[src/sv/ppli_pkg.sv]
// ----------------------------------------------------------------------------
// ppli_pkg
// Shared types and constants for the pressure PID unit with a leaky
// integrator: datapath widths, fixed-point constants, register map and
// sequencer states.
// ----------------------------------------------------------------------------
package ppli_pkg;

    // Field widths
    localparam int SAMPLE_W = 12;
    localparam int TARGET_W = 16;
    localparam int GAIN_W   = 16;
    localparam int LIMIT_W  = 15;
    localparam int DRIVE_W  = 16;
    localparam int ERR_W    = 26;
    localparam int DIFF_W   = 27;
    localparam int INTEG_W  = 40;

    // Shift-add datapath: accumulator holds the full sum of the three products
    localparam int ACC_W    = 58;
    localparam int CNT_W    = 4;
    localparam int FRAC_W   = 16;

    // APB side
    localparam int ADDR_W   = 5;
    localparam int DATA_W   = 32;

    // Fixed-point constants
    localparam logic [GAIN_W-1:0]        DECAY_Q16    = 16'd65143;
    localparam logic signed [ERR_W-1:0]  DEAD_BAND_Q8 = 26'sd256;
    localparam logic [INTEG_W-1:0]       INTEG_MAX    = 40'h7F_FFFF_FFFF;
    localparam logic [INTEG_W-1:0]       INTEG_MIN    = 40'h80_0000_0000;
    localparam logic [DRIVE_W-1:0]       DRIVE_MAX    = 16'h7FFF;
    localparam logic [DRIVE_W-1:0]       DRIVE_MIN    = 16'h8000;
    localparam logic [ACC_W-1:0]         ROUND_NEG    = 58'h000_0000_0000_FFFF;

    // Register map, word index
    typedef enum logic [2:0] {
        REG_GAIN_P  = 3'd0,
        REG_GAIN_I  = 3'd1,
        REG_GAIN_D  = 3'd2,
        REG_LIMIT   = 3'd3,
        REG_SCALE   = 3'd4
    } reg_idx_t;

    // Sequencer states
    typedef enum logic [3:0] {
        ST_IDLE,
        ST_SCALE,
        ST_ERROR,
        ST_DECAY,
        ST_INTEG,
        ST_PTERM,
        ST_ITERM,
        ST_DTERM,
        ST_DRIVE,
        ST_CLAMP
    } state_t;

endpackage

[src/sv/pressure_pid_leaky_integral_unit.sv]
// ----------------------------------------------------------------------------
// pressure_pid_leaky_integral_unit
// Pressure-loop PID controller with leaky integral and clamped drive output,
// built around one bit-serial shift-add multiply-accumulate unit.
// ----------------------------------------------------------------------------
// Usage:
//   Input stream s_t*: one transaction per control tick carries the raw ADC
//   sample and the target pressure. Output stream m_t*: one transaction per
//   input carries the clamped drive increment (m_tdata) and the limited flag
//   (m_tuser). Gains, limit and ADC scale are written over the APB port,
//   by the user only while the block is idle; the block does not enforce
//   this. prdata returns the register selected by paddr. Every product is
//   formed one multiplier bit per cycle in a single shift-add accumulator:
//   scale, optional integral decay, then the P, I and D terms back to back.
//   Inside the dead band the integral decay and update are skipped. s_tready
//   returns in the same cycle that the result appears in the output
//   register. Only one item is in flight at a time.
//   The output register decouples the sides: a new item is accepted while a
//   result still waits; if the receiver stalls, the next result holds in the
//   final step until the output register is free.
//   Reset clears the configuration registers, integral, previous error and the
//   output valid flag, and returns the sequencer to idle.
// ----------------------------------------------------------------------------
module pressure_pid_leaky_integral_unit
    import ppli_pkg::*;
(
    input  logic              clk,
    input  logic              rst_n,
    // Input stream
    input  logic              s_tvalid,
    output logic              s_tready,
    input  logic [31:0]       s_tdata,   // [11:0] pressure_sample, [27:12] target_pressure
    // Output stream
    output logic              m_tvalid,
    input  logic              m_tready,
    output logic [15:0]       m_tdata,   // [15:0] drive_increment
    output logic              m_tuser,   // [0] limited
    // Configuration port
    input  logic              psel,
    input  logic              penable,
    input  logic              pwrite,
    input  logic [ADDR_W-1:0] paddr,
    input  logic [DATA_W-1:0] pwdata,
    output logic [DATA_W-1:0] prdata,
    output logic              pready
);

    // Configuration registers
    logic [GAIN_W-1:0]  gain_p_reg, gain_i_reg, gain_d_reg, scale_reg;
    logic [LIMIT_W-1:0] limit_reg;

    // Sequencer and datapath registers
    state_t state_reg, state_next;
    logic [CNT_W-1:0]    cnt_reg, cnt_next;
    logic [ACC_W-1:0]    acc_reg, acc_next;
    logic [ACC_W-1:0]    mcand_reg, mcand_next;
    logic [GAIN_W-1:0]   mult_reg, mult_next;
    logic [TARGET_W-1:0] target_reg, target_next;
    logic [ERR_W-1:0]    err_reg, err_next;
    logic [ERR_W-1:0]    prev_reg, prev_next;
    logic [INTEG_W-1:0]  integ_reg, integ_next;
    logic [DRIVE_W-1:0]  drv_reg, drv_next;
    logic                sat_reg, sat_next;
    logic                out_valid_reg, out_valid_next;
    logic [DRIVE_W-1:0]  out_drive_reg, out_drive_next;
    logic                out_lim_reg, out_lim_next;

    // Shared combinational terms
    logic               mul_last;
    logic               out_free;
    logic [ERR_W-1:0]   err_calc;
    logic               outside_band;
    logic [ACC_W-1:0]   addend;
    logic [ACC_W-1:0]   acc_step;
    logic [ACC_W-1:0]   acc_rnd;
    logic [INTEG_W:0]   integ_sum;
    logic [ACC_W-FRAC_W-1:0] drive_q;
    logic [DIFF_W-1:0]  diff;
    logic               cfg_wr;
    reg_idx_t           cfg_idx;

    assign mul_last = (cnt_reg == {CNT_W{1'b1}});
    assign out_free = !out_valid_reg || m_tready;

    // Error: target in Q8 minus the scaled sample (product bits 27:8)
    assign err_calc = {2'b00, target_reg, 8'h00} - {6'b0, acc_reg[27:8]};
    assign outside_band = ($signed(err_calc) > DEAD_BAND_Q8)
                       || ($signed(err_calc) < -DEAD_BAND_Q8);

    // One shift-add step: add the multiplicand when the multiplier bit is set
    assign addend   = mult_reg[0] ? mcand_reg : '0;
    assign acc_step = acc_reg + addend;

    // Truncate toward zero on the divide by 65536
    assign acc_rnd  = acc_reg + (acc_reg[ACC_W-1] ? ROUND_NEG : '0);
    assign drive_q  = acc_rnd[ACC_W-1:FRAC_W];
    assign integ_sum = {acc_rnd[FRAC_W+INTEG_W-1], acc_rnd[FRAC_W+INTEG_W-1:FRAC_W]}
                     + {{(INTEG_W+1-ERR_W){err_reg[ERR_W-1]}}, err_reg};

    assign diff = {err_reg[ERR_W-1], err_reg} - {prev_reg[ERR_W-1], prev_reg};

    // Configuration access
    assign pready  = 1'b1;
    assign cfg_wr  = psel && penable && pwrite && pready;
    assign cfg_idx = reg_idx_t'(paddr[4:2]);

    always_comb
    begin
        unique case (cfg_idx)
            REG_GAIN_P: prdata = {{(DATA_W-GAIN_W){1'b0}}, gain_p_reg};
            REG_GAIN_I: prdata = {{(DATA_W-GAIN_W){1'b0}}, gain_i_reg};
            REG_GAIN_D: prdata = {{(DATA_W-GAIN_W){1'b0}}, gain_d_reg};
            REG_LIMIT:  prdata = {{(DATA_W-LIMIT_W){1'b0}}, limit_reg};
            REG_SCALE:  prdata = {{(DATA_W-GAIN_W){1'b0}}, scale_reg};
            default:    prdata = '0;
        endcase
    end

    always_ff @(posedge clk or negedge rst_n)
    begin
        if (!rst_n)
        begin
            gain_p_reg <= '0;
            gain_i_reg <= '0;
            gain_d_reg <= '0;
            limit_reg  <= '0;
            scale_reg  <= '0;
        end
        else if (cfg_wr)
        begin
            unique case (cfg_idx)
                REG_GAIN_P: gain_p_reg <= pwdata[GAIN_W-1:0];
                REG_GAIN_I: gain_i_reg <= pwdata[GAIN_W-1:0];
                REG_GAIN_D: gain_d_reg <= pwdata[GAIN_W-1:0];
                REG_LIMIT:  limit_reg  <= pwdata[LIMIT_W-1:0];
                REG_SCALE:  scale_reg  <= pwdata[GAIN_W-1:0];
                default:    ;
            endcase
        end
    end

    // Next state
    always_comb
    begin
        state_next = state_reg;
        unique case (state_reg)
            ST_IDLE:  if (s_tvalid) state_next = ST_SCALE;
            ST_SCALE: if (mul_last) state_next = ST_ERROR;
            ST_ERROR: state_next = outside_band ? ST_DECAY : ST_PTERM;
            ST_DECAY: if (mul_last) state_next = ST_INTEG;
            ST_INTEG: state_next = ST_PTERM;
            ST_PTERM: if (mul_last) state_next = ST_ITERM;
            ST_ITERM: if (mul_last) state_next = ST_DTERM;
            ST_DTERM: if (mul_last) state_next = ST_DRIVE;
            ST_DRIVE: state_next = ST_CLAMP;
            ST_CLAMP: if (out_free) state_next = ST_IDLE;
            default:  state_next = ST_IDLE;
        endcase
    end

    // Datapath and outputs
    always_comb
    begin
        cnt_next       = cnt_reg;
        acc_next       = acc_reg;
        mcand_next     = mcand_reg;
        mult_next      = mult_reg;
        target_next    = target_reg;
        err_next       = err_reg;
        prev_next      = prev_reg;
        integ_next     = integ_reg;
        drv_next       = drv_reg;
        sat_next       = sat_reg;
        out_drive_next = out_drive_reg;
        out_lim_next   = out_lim_reg;
        out_valid_next = out_valid_reg && !m_tready;
        s_tready       = 1'b0;

        unique case (state_reg)
            // Take the item, start the scale product
            ST_IDLE:
            begin
                s_tready = 1'b1;
                if (s_tvalid)
                begin
                    target_next = s_tdata[SAMPLE_W+TARGET_W-1:SAMPLE_W];
                    mcand_next  = {{(ACC_W-SAMPLE_W){1'b0}}, s_tdata[SAMPLE_W-1:0]};
                    mult_next   = scale_reg;
                    acc_next    = '0;
                    cnt_next    = '0;
                end
            end
            // Advance one multiplier bit
            ST_SCALE, ST_DECAY, ST_DTERM:
            begin
                acc_next   = acc_step;
                mcand_next = mcand_reg << 1;
                mult_next  = mult_reg >> 1;
                cnt_next   = cnt_reg + 1'b1;
            end
            // Form the error, start the decay or the P term
            ST_ERROR:
            begin
                err_next = err_calc;
                acc_next = '0;
                cnt_next = '0;
                if (outside_band)
                begin
                    mcand_next = {{(ACC_W-INTEG_W){integ_reg[INTEG_W-1]}}, integ_reg};
                    mult_next  = DECAY_Q16;
                end
                else
                begin
                    mcand_next = {{(ACC_W-ERR_W){err_calc[ERR_W-1]}}, err_calc};
                    mult_next  = gain_p_reg;
                end
            end
            // Add the error to the decayed integral, saturate, start the P term
            ST_INTEG:
            begin
                if (integ_sum[INTEG_W] != integ_sum[INTEG_W-1])
                    integ_next = integ_sum[INTEG_W] ? INTEG_MIN : INTEG_MAX;
                else
                    integ_next = integ_sum[INTEG_W-1:0];
                mcand_next = {{(ACC_W-ERR_W){err_reg[ERR_W-1]}}, err_reg};
                mult_next  = gain_p_reg;
                acc_next   = '0;
                cnt_next   = '0;
            end
            // P term, then load the integral
            ST_PTERM:
            begin
                acc_next = acc_step;
                cnt_next = cnt_reg + 1'b1;
                if (mul_last)
                begin
                    mcand_next = {{(ACC_W-INTEG_W){integ_reg[INTEG_W-1]}}, integ_reg};
                    mult_next  = gain_i_reg;
                end
                else
                begin
                    mcand_next = mcand_reg << 1;
                    mult_next  = mult_reg >> 1;
                end
            end
            // I term, then load the error difference
            ST_ITERM:
            begin
                acc_next = acc_step;
                cnt_next = cnt_reg + 1'b1;
                if (mul_last)
                begin
                    mcand_next = {{(ACC_W-DIFF_W){diff[DIFF_W-1]}}, diff};
                    mult_next  = gain_d_reg;
                end
                else
                begin
                    mcand_next = mcand_reg << 1;
                    mult_next  = mult_reg >> 1;
                end
            end
            // Scale down the sum, saturate to 16 bits and keep the error for the D term
            ST_DRIVE:
            begin
                prev_next = err_reg;
                if (drive_q[ACC_W-FRAC_W-1:DRIVE_W-1]
                    != {(ACC_W-FRAC_W-DRIVE_W+1){drive_q[ACC_W-FRAC_W-1]}})
                begin
                    drv_next = drive_q[ACC_W-FRAC_W-1] ? DRIVE_MIN : DRIVE_MAX;
                    sat_next = 1'b1;
                end
                else
                begin
                    drv_next = drive_q[DRIVE_W-1:0];
                    sat_next = 1'b0;
                end
            end
            // Clamp to the increment limit and hand over to the output register
            ST_CLAMP:
            begin
                if (out_free)
                begin
                    out_valid_next = 1'b1;
                    if ($signed(drv_reg) > $signed({1'b0, limit_reg}))
                    begin
                        out_drive_next = {1'b0, limit_reg};
                        out_lim_next   = 1'b1;
                    end
                    else if ($signed({drv_reg[DRIVE_W-1], drv_reg})
                             < -$signed({2'b00, limit_reg}))
                    begin
                        out_drive_next = -{1'b0, limit_reg};
                        out_lim_next   = 1'b1;
                    end
                    else
                    begin
                        out_drive_next = drv_reg;
                        out_lim_next   = sat_reg;
                    end
                end
            end
            default:
            begin
                s_tready = 1'b0;
            end
        endcase
    end

    // Control state
    always_ff @(posedge clk or negedge rst_n)
    begin
        if (!rst_n)
        begin
            state_reg     <= ST_IDLE;
            cnt_reg       <= '0;
            out_valid_reg <= 1'b0;
            integ_reg     <= '0;
            prev_reg      <= '0;
        end
        else
        begin
            state_reg     <= state_next;
            cnt_reg       <= cnt_next;
            out_valid_reg <= out_valid_next;
            integ_reg     <= integ_next;
            prev_reg      <= prev_next;
        end
    end

    // Payload
    always_ff @(posedge clk)
    begin
        acc_reg       <= acc_next;
        mcand_reg     <= mcand_next;
        mult_reg      <= mult_next;
        target_reg    <= target_next;
        err_reg       <= err_next;
        drv_reg       <= drv_next;
        sat_reg       <= sat_next;
        out_drive_reg <= out_drive_next;
        out_lim_reg   <= out_lim_next;
    end

    assign m_tvalid = out_valid_reg;
    assign m_tdata  = out_drive_reg;
    assign m_tuser  = out_lim_reg;

endmodule
[config.mk]
export PLATFORM = sky130hd
export DESIGN_NAME = pressure_pid_leaky_integral_unit
export DESIGN_NICKNAME = d
export VERILOG_FILES = /design/src/sv/ppli_pkg.sv /design/src/sv/pressure_pid_leaky_integral_unit.sv
export SDC_FILE = /design/constraint.sdc
export NUM_CORES = 1
export LEC_CHECK = 0
export ABC_CLOCK_PERIOD_IN_PS = 7800
export BUFFER_PORTS_ARGS = -buffer_cell sky130_fd_sc_hd__buf_2
export CAP_MARGIN = 20
export CORE_ASPECT_RATIO = 1.25
export CORE_MARGIN = 2
export CORE_UTILIZATION = 45
export CTS_CLUSTER_DIAMETER = 150
export DETAILED_ROUTE_END_ITERATION = 10
export PLACE_DENSITY = 0.58
export SLEW_MARGIN = 0
export SYNTH_ARGS = -nofsm -noshare
export SYNTH_HDL_FRONTEND = slang
export SYNTH_SLANG_ARGS = --single-unit
[constraint.sdc]
create_clock -name clk -period 7.8 [get_ports clk]
set_input_delay 1.17 -clock clk [delete_from_list [all_inputs] [get_ports clk]]
set_output_delay 1.17 -clock clk [all_outputs]
set_load 0.05 [all_outputs]
==> results.md, run 1 <==
Logic synthesis:
- The distinct cell type count after synthesis is 93.
- Ranked by total cell area, the synthesized netlist is headed by edfxtp_1, dfrtp_1, ha_1, o21ai_0, mux2_2.
- The largest total area in the synthesized netlist belongs to edfxtp_1.
- Of the post-synthesis cell area, the dominant cell type holds 0.239.
- The synthesized instance count is 2782.
- The number of flops mapped to enable cells by yosys is 207.
- For this run, the leading register cell type out of synthesis is edfxtp_1.
- Of all flip-flops after synthesis, the portion carrying an async set or reset was 0.425.
- The average footprint of a synthesized cell is 9.33 sq um.
- In this run, synthesis produced a sequential element count of 360.
- The number of warnings reported in the yosys synthesis log is 0.
- The sequential cell area fraction in the yosys report is 0.387.
- The synthesized netlist occupies a cell area of 0.0260 sq mm.

Timing:
- The total negative slack is 0 ns.
- The final period demand of the worst path is 7.11 ns.
- The largest clock skew in the final design is 0.0211 ns.
- The hold violation total from the final report was 0.
- At the pin with the least slew margin, the transition time is 1.10 ns.
- The number of endpoints failing setup at the final stage is 0.
- The number of pins with negative max-slew slack in the final report is 0.
- Derived from the worst setup path, the maximum achievable clock frequency is 141 MHz.
- The post-route fraction of the period consumed by the critical path is 0.912.
- Setup repair after global routing left no endpoint under its margin.
- The relative max-transition margin is 0.262.

Finish:
- The proportion of layout cells with a drive suffix above 1 is 0.124.
- The area of all placed cells without fillers is 0.0286 sq mm.
- The area overhead of the layout relative to synthesis is 10.3%.
- The core occupancy in the finished layout is 0.501.
- The net count of the finished layout is 3108.

Setup path:
- The termination of the worst setup path is integ_reg[36].
- Data on the critical path arrives at its endpoint at 7.60 ns.
- The endpoint required time on the critical path is 8.29 ns.
- The startpoint type of the worst setup path is a flip-flop.
- The largest incremental delay on the critical path is 0.96 ns.
- The cell depth of the worst flop-to-flop path is 23.
- In this run the worst path has a maximum fanout of 18.
- In this run the critical register-to-register path is captured at integ_reg[36].
- Walking the worst path, the cells encountered are ha_1 > a211oi_1 > o21ai_0 > a221oi_1 > a21oi_1 > and2_1 > nand2_1 > nor2_1 > xnor2_1 > inv_1 > ha_1 > o21a_1 > o21a_1 > nand3_1 > o221ai_1 > a31oi_1 > o21ai_0 > a221oi_1 > a21oi_1 > xnor2_1 > a21oi_1 > buf_4 > a211oi_1.
- The worst setup path startpoint is acc_reg[57].
- By startpoint and endpoint, the worst setup path is classified as flip-flop to flip-flop.
- The cell repeated most along the worst path is a21oi_1.
- The worst register-to-register path has a setup slack of 0.69 ns.
- The worst register-to-register path begins at acc_reg[57].
- The endpoint kind of the worst setup timing path is a flip-flop.
- The worst-path cell with the longest stage delay is edfxtp_1.

Die:
- The area of the die is 0.0596 sq mm.
- The row count is 98.
- Pin placement for this block handled 128 I/O pins.
- The effective utilization at floorplan is 0.454.
- The die span in y is 273 um.
- The total area inside the core boundary comes to 0.0571 sq mm.
- The die is 219 um wide.

Power and ir drop:
- VDD sags by at most 0.263 mV.
- The share of total power dissipated in combinational logic is 0.484.
- The share of total power consumed by net switching is 0.448.
- In this run the power spent charging and discharging nets is 4750 uW.
- The clock share of power is 0.189.
- The ratio of total power to cell area is 371 mW/mm^2.
- The analysis attributes to cell leakage a power of 0.0120 uW.
- The cell-internal power is 5860 uW.
- The part of the power in registers is 0.327.

Status:
- The run finished with clean final reports.

CTS:
- The sink count of the clock tree is 360.
- In this run the number of H-tree levels came out at 2.
- TritonCTS built the clock tree.
- The buffer cell driving the clock tree root is clkbuf_16.
- After clock tree synthesis, the clock-pin slew on the worst setup and hold paths is 0.06 ns.
- In this run, post-CTS repair resized a total of 0 instances.
- The maximum clock insertion buffer count is 3.
- The number of clock buffers added by TritonCTS is 42.
- Buffers added to address setup during post-CTS repair amount to 0.
- Buffers inserted to repair hold after CTS numbered 0.
- The clock insertion delay at the later pin of the skew report is 0.59 ns.

Placement:
- The last weighted congestion value of the routability-driven placer is 0.955.
- The number of buffer cells added on primary ports is 88.
- The placed instances occupy a cell area of 0.0272 sq mm.
- The detailed placer's ending HPWL is 63.4 mm.

Routing:
- The total via count in the routed design is 22137.
- The iteration-0 DRC count of the detailed router is 1986.
- The residual DRC count is 0.
- For this block, the routed nets add up to 84.0 mm of wire.
- Dividing the detail-routed via count by the number of cells gives 6.10.
- In the final routed layout, each cell accounts on average for 23.2 um.
- The pre-antenna-repair detailed-routing pass consisted of 6 iterations.
- The count of nets left with antenna violations once routing finished came out at 0.

Hold path:
- The path category of the worst min-delay check is flip-flop to flip-flop.

Global route:
- The largest net degree at the start of global routing is 84.
- In the global route stage, overall resource usage came out at 0.282.
- The number of global-route vias before repair is 21944.
- The number of antenna violations at the first check in global routing came to 5.
- The sum of overflow across all layers after global routing is 0.
- The first global-routing pass estimated 129 mm of wire.

Run:
- The number of maximum-capacitance constraint violations is 0.
## cells by family (layout without fill, tap and decap cells)
| group | after synthesis | count (layout) | share of synthesized area |
|---|---|---|---|
| buf+inv | 245 | 326 | 0.0401 |
| other cells | 2 | 18 | 0.000289 |
| xor+xnor | 173 | 173 | 0.0587 |
| fa+ha+maj | 188 | 188 | 0.0915 |
| mux | 118 | 118 | 0.0506 |
| simple gates | 882 | 882 | 0.167 |
| compound gates | 814 | 814 | 0.205 |
| flops | 360 | 360 | 0.387 |
## worst min path at each step
| stage | start | to | slack, ns | cells past startpoint |
|---|---|---|---|---|
| 3_3_place_gp | cnt_reg[0] | cnt_reg[0] | 0.48 | 1 |
| 6_report | integ_reg[19] | integ_reg[19] | 0.51 | 1 |
| 3_5_place_dp | integ_reg[19] | integ_reg[19] | 0.50 | 1 |
| 4_1_cts | cnt_reg[0] | cnt_reg[0] | 0.51 | 1 |
| 5_1_grt | gain_p_reg[13] | gain_p_reg[13] | 0.55 | 1 |
| 2_1_floorplan | cnt_reg[0] | cnt_reg[0] | 0.46 | 1 |
## layer usage
metal | GRT usage | vias to the layer above | part of all wire
li1 | - | 10474 | -
met1 | 0.342 | 10721 | 0.40
met2 | 0.490 | 767 | 0.49
met3 | 0.0422 | 173 | 0.057
met4 | 0.131 | 2 | 0.050
met5 | 0 | - | 0.00017
## power groups by stage
stage / Clock, uW / Sequential [uW] / Combinational [uW]
after floorplan: 0 / 3120 / 3720
after global placement: 0 / 3480 / 4990
after detailed placement: 0 / 3480 / 5060
after CTS: 2050 / 3460 / 5100
after global routing: 2110 / 3520 / 5660
final: 2010 / 3470 / 5140
## critical path: cells and delay by family (launching register included)
family | cells | cell delay (ns)
fa+ha+maj | 2 | 0.71
simple gates | 4 | 0.64
flops | 1 | 0.96
xor+xnor | 2 | 0.88
buf+inv | 2 | 0.33
compound gates | 13 | 3.47
## layout make-up
class                   instances  area (sq um)
flip-flops and latches        360         10000
inverters                     115           432
clock buffers                  59          1260
well taps                     750           938
multi-input cells            2192         15000
diodes                          1          2.50
repair buffers                133           797
fillers                      5419         28500
clock inverters                19           138
## stage by stage
stage | instances | power, uW | setup slack [ns] | hold WS, ns
after floorplan | 2797 | 6840 | 2.31 | 0.460
after global placement | 3549 | 8470 | 0.781 | 0.481
after detailed placement | 3550 | 8550 | 0.698 | 0.502
after CTS | 3628 | 10600 | 0.613 | 0.514
after global routing | 3628 | 11300 | 0.103 | 0.547
final | 3629 | 10600 | 0.690 | 0.513
## cells in the final DEF (no fill, tap or decap), drive strengths merged, types with 21 or more instances in the layout
cell type | netlist | routed
ha | 185 | 185
nor3 | 64 | 64
a22oi | 59 | 59
and3 | 24 | 24
xnor2 | 109 | 109
a21o | 68 | 68
dfrtp | 153 | 153
a21oi | 148 | 148
a31oi | 29 | 29
o21a | 39 | 39
and2 | 71 | 71
nand3 | 82 | 82
nand2b | 29 | 29
o21ai | 256 | 256
nand2 | 202 | 202
a211oi | 38 | 38
buf | 32 | 133
nor2b | 23 | 23
a221oi | 21 | 21
inv | 115 | 117
mux2i | 22 | 22
clkbuf | 96 | 59
nor2 | 249 | 249
xor2 | 64 | 64
nand4 | 54 | 54
or3 | 25 | 25
edfxtp | 207 | 207
mux2 | 95 | 95
## cells in the mapped netlist (70+ instances only)
cell type / instances
and2_1: 70
edfxtp_1: 207
clkbuf_1: 96
inv_1: 115
xnor2_1: 108
nand2_1: 199
dfrtp_1: 153
mux2_2: 95
o21ai_0: 254
a21oi_1: 145
ha_1: 185
nand3_1: 82
nor2_1: 249
(Power assumes the default switching activity.)
==> run 2: changes to the inputs <==
RECOVER_POWER = 100   (was not set)
==> results.md, run 2 (synthesized netlist as in run 1, its figures left out) <==
Status:
- The flow ran to the end, but the final reports show violations.
- The checks that failed: capacitance limit, slew limit.

Global route:
- The number of global-route vias before repair is 21944.
- The total global routing track utilization is 0.282.
- The wire length of the first global-routing pass is 129 mm.
- The largest net degree at the start of global routing is 84.
- For this run the aggregate overflow at the end of global routing stands at 0.
- The number of antenna violations at the first check in global routing is 6.

Setup path:
- STA classifies the critical path endpoint as a flip-flop.
- The number of buffers and inverters on the critical path is 2.
- The worst setup path category is flip-flop to flip-flop.
- The arrival time of the worst setup path is 7.65 ns.
- For this run, the slowest stage of the critical path takes 1.88 ns.
- At the worst endpoint, the required time is 8.15 ns.
- Of all nets on the critical path, the largest fanout is 18.
- The critical path goes through ha_1 > nand4_1 > a21oi_1 > o311ai_1 > a21bo_1 > buf_4 > nor3_1 > and2_0 > xor2_1 > nand4_1 > nand3b_1 > o41ai_1 > clkbuf_2 > mux2i_1.
- The largest individual stage delay along the critical path comes from the cell o41ai_1.
- Counting stages on the worst path, the most repeated cell is nand4_1.
- On the critical path the largest part of the delay comes from compound AO/OA/AOI/OAI gates.
- STA classifies the critical path startpoint as a flip-flop.

Placement:
- The HPWL after detailed placement is 63.4 mm.
- The total cell area at the placement stage is 0.0272 sq mm.
- At the end of routability-driven placement, the weighted congestion stood at 0.955.
- The worst slack at placement is 0.698 ns.
- Port buffering added 88 buffers.

Finish:
- The area of all placed cells without fillers is 0.0284 sq mm.
- In the layout the commonest cells are o21ai_0, nor2_1, edfxtp_1, nand2_1, ha_1.
- The number of nets in the layout is 3108.
- After filler insertion, the fill cell instance count of the layout stands at 5468.
- The proportion of layout cells with a drive suffix above 1 is 0.0997.
- The area overhead of the layout relative to synthesis is 9.27%.
- The library cell used most frequently in the layout, excluding fill and tap cells, is o21ai_0.
- The multi-input combinational cell area is 0.0149 sq mm.
- Registers take 0.0100 sq mm.

Die:
- The row count is 98.
- In this run the horizontal extent of the chip is 219 um.
- The effective utilization at floorplan is 0.454.
- The floorplan core area is 0.0571 sq mm.
- The die span in y is 273 um.
- Pin placement for this block handled 128 I/O pins.
- The area of the die is 0.0596 sq mm.

Routing:
- In the routed layout, each cell is associated on average with a via count of 6.13.
- The total routed wirelength is 84.2 mm.
- The first TritonRoute pass finished after 8 iterations.
- The count of antenna-violating nets left after detailed routing is 0.
- The iteration-0 DRC count of the detailed router is 2089.
- For this run, design rule violations remaining after detail routing come to 0.
- Dividing the detail-routed wire length by the instance count gives 23.2 um.
- Detailed routing inserted a total of 22261 vias.

CTS:
- Post-CTS repair changed the size of 0 cells.
- Post-CTS timing repair inserted 0 buffers for setup.
- Clock tree synthesis selected as its root buffer the cell clkbuf_16.
- The number of buffers inserted by hold repair at cts is 0.
- The sink count of the clock tree is 360.
- The depth of the CTS H-tree is 2.
- The clock insertion delay at the later pin of the skew report is 0.59 ns.
- After clock tree synthesis, the clock-pin slew on the worst setup and hold paths is 0.06 ns.
- TritonCTS built the clock tree.
- The number of buffers created by CTS is 42.
- The clock passes through at most 3 buffers.

Timing:
- The clock period could shrink to 7.29 ns.
- Setup violations remaining at the end of the flow were counted as 0.
- Setup repair after global routing left no endpoint under its margin.
- Hold is met by 0.513 ns.
- The setup slack of the critical path after layout is 0.506 ns.
- The total negative slack is 0 ns.
- Derived from the worst setup path, the maximum achievable clock frequency is 137 MHz.
- The post-route fraction of the period consumed by the critical path is 0.935.
- The number of pins with negative max-slew slack in the final report is 562.
- The hold violation total from the final report is 0.
- At the pin with the least slew margin, the transition time is 4.92 ns.
- The largest clock skew in the final design is 0.0240 ns.
- The worst pin sits at a relative slew slack of -2.28.

Power and ir drop:
- Dividing total power by cell area gives a power density of 372 mW/mm^2.
- The largest vdd supply drop is 0.261 mV.
- The static power due to leakage is 0.0118 uW.

Run:
- The tool flagged a number of max-cap violations equal to 14.

Hold path:
- The path category of the worst min-delay check is flip-flop to flip-flop.
## run 2: changes by cell type in the layout (fill, tap and decap cells not counted), sizes merged
cell    previous run  this run
buf              133        74
clkbuf            59       118
diode              1         5
## run 2: power breakdown
| part | switching, uW | leakage, uW | internal [uW] |
|---|---|---|---|
| clock | 845 | 0.000706 | 1160 |
| sequential | 673 | 0.00410 | 2810 |
| combinational | 3210 | 0.00695 | 1850 |
| total | 4730 | 0.0118 | 5830 |
## run 2: cell type report
type | count | share of cell area
antenna | 5 | 0.000441
clock buffer | 59 | 0.0443
timing repair buffer | 133 | 0.0235
inverter | 115 | 0.0152
multi-input combinational | 2192 | 0.524
sequential | 360 | 0.354
clock inverter | 19 | 0.00485
tap | 750 | 0.0331
## run 2: worst paths after layout
| path | to | cells past startpoint | startpoint | slack (ns) |
|---|---|---|---|---|
| max | drv_reg[13] | 14 | acc_reg[57] | 0.51 |
| min | cnt_reg[0] | 1 | cnt_reg[0] | 0.51 |
| max reg2reg | drv_reg[13] | 14 | acc_reg[57] | 0.51 |
| min reg2reg | cnt_reg[0] | 1 | cnt_reg[0] | 0.51 |
| max in group asynchronous | gain_p_reg[6] | 2 | rst_n | 1.72 |
| min in group asynchronous | prev_reg[3] | 1 | rst_n | 2.37 |
## run 2: worst register-to-register path, stage by stage (launching register included)
cell and delay (ns):
edfxtp_1 0.77, ha_1 0.51, nand4_1 0.10, a21oi_1 0.25, o311ai_1 0.26, a21bo_1 0.34, buf_4 0.22, nor3_1 0.69
and2_0 0.35, xor2_1 0.31, nand4_1 0.13, nand3b_1 0.19, o41ai_1 1.88, clkbuf_2 0.65, mux2i_1 0.41
## run 2: per-stage QoR
| step | cells | utilization | power [uW] |
|---|---|---|---|
| global placement | 3549 | 0.476 | 8470 |
| finish | 3633 | 0.496 | 10600 |
| CTS | 3628 | 0.501 | 10600 |
| floorplan | 2797 | - | 6840 |
| global route | 3628 | 0.496 | 11200 |
| detailed placement | 3550 | 0.477 | 8550 |
## run 2: metal layers
layer  GRT usage  wire, um  vias up
met1       0.342     33400    10735
met4       0.131      4310        2
met2       0.490     41000      859
li1            -         -    10482
met3      0.0422      5420      183
met5           0        14        -
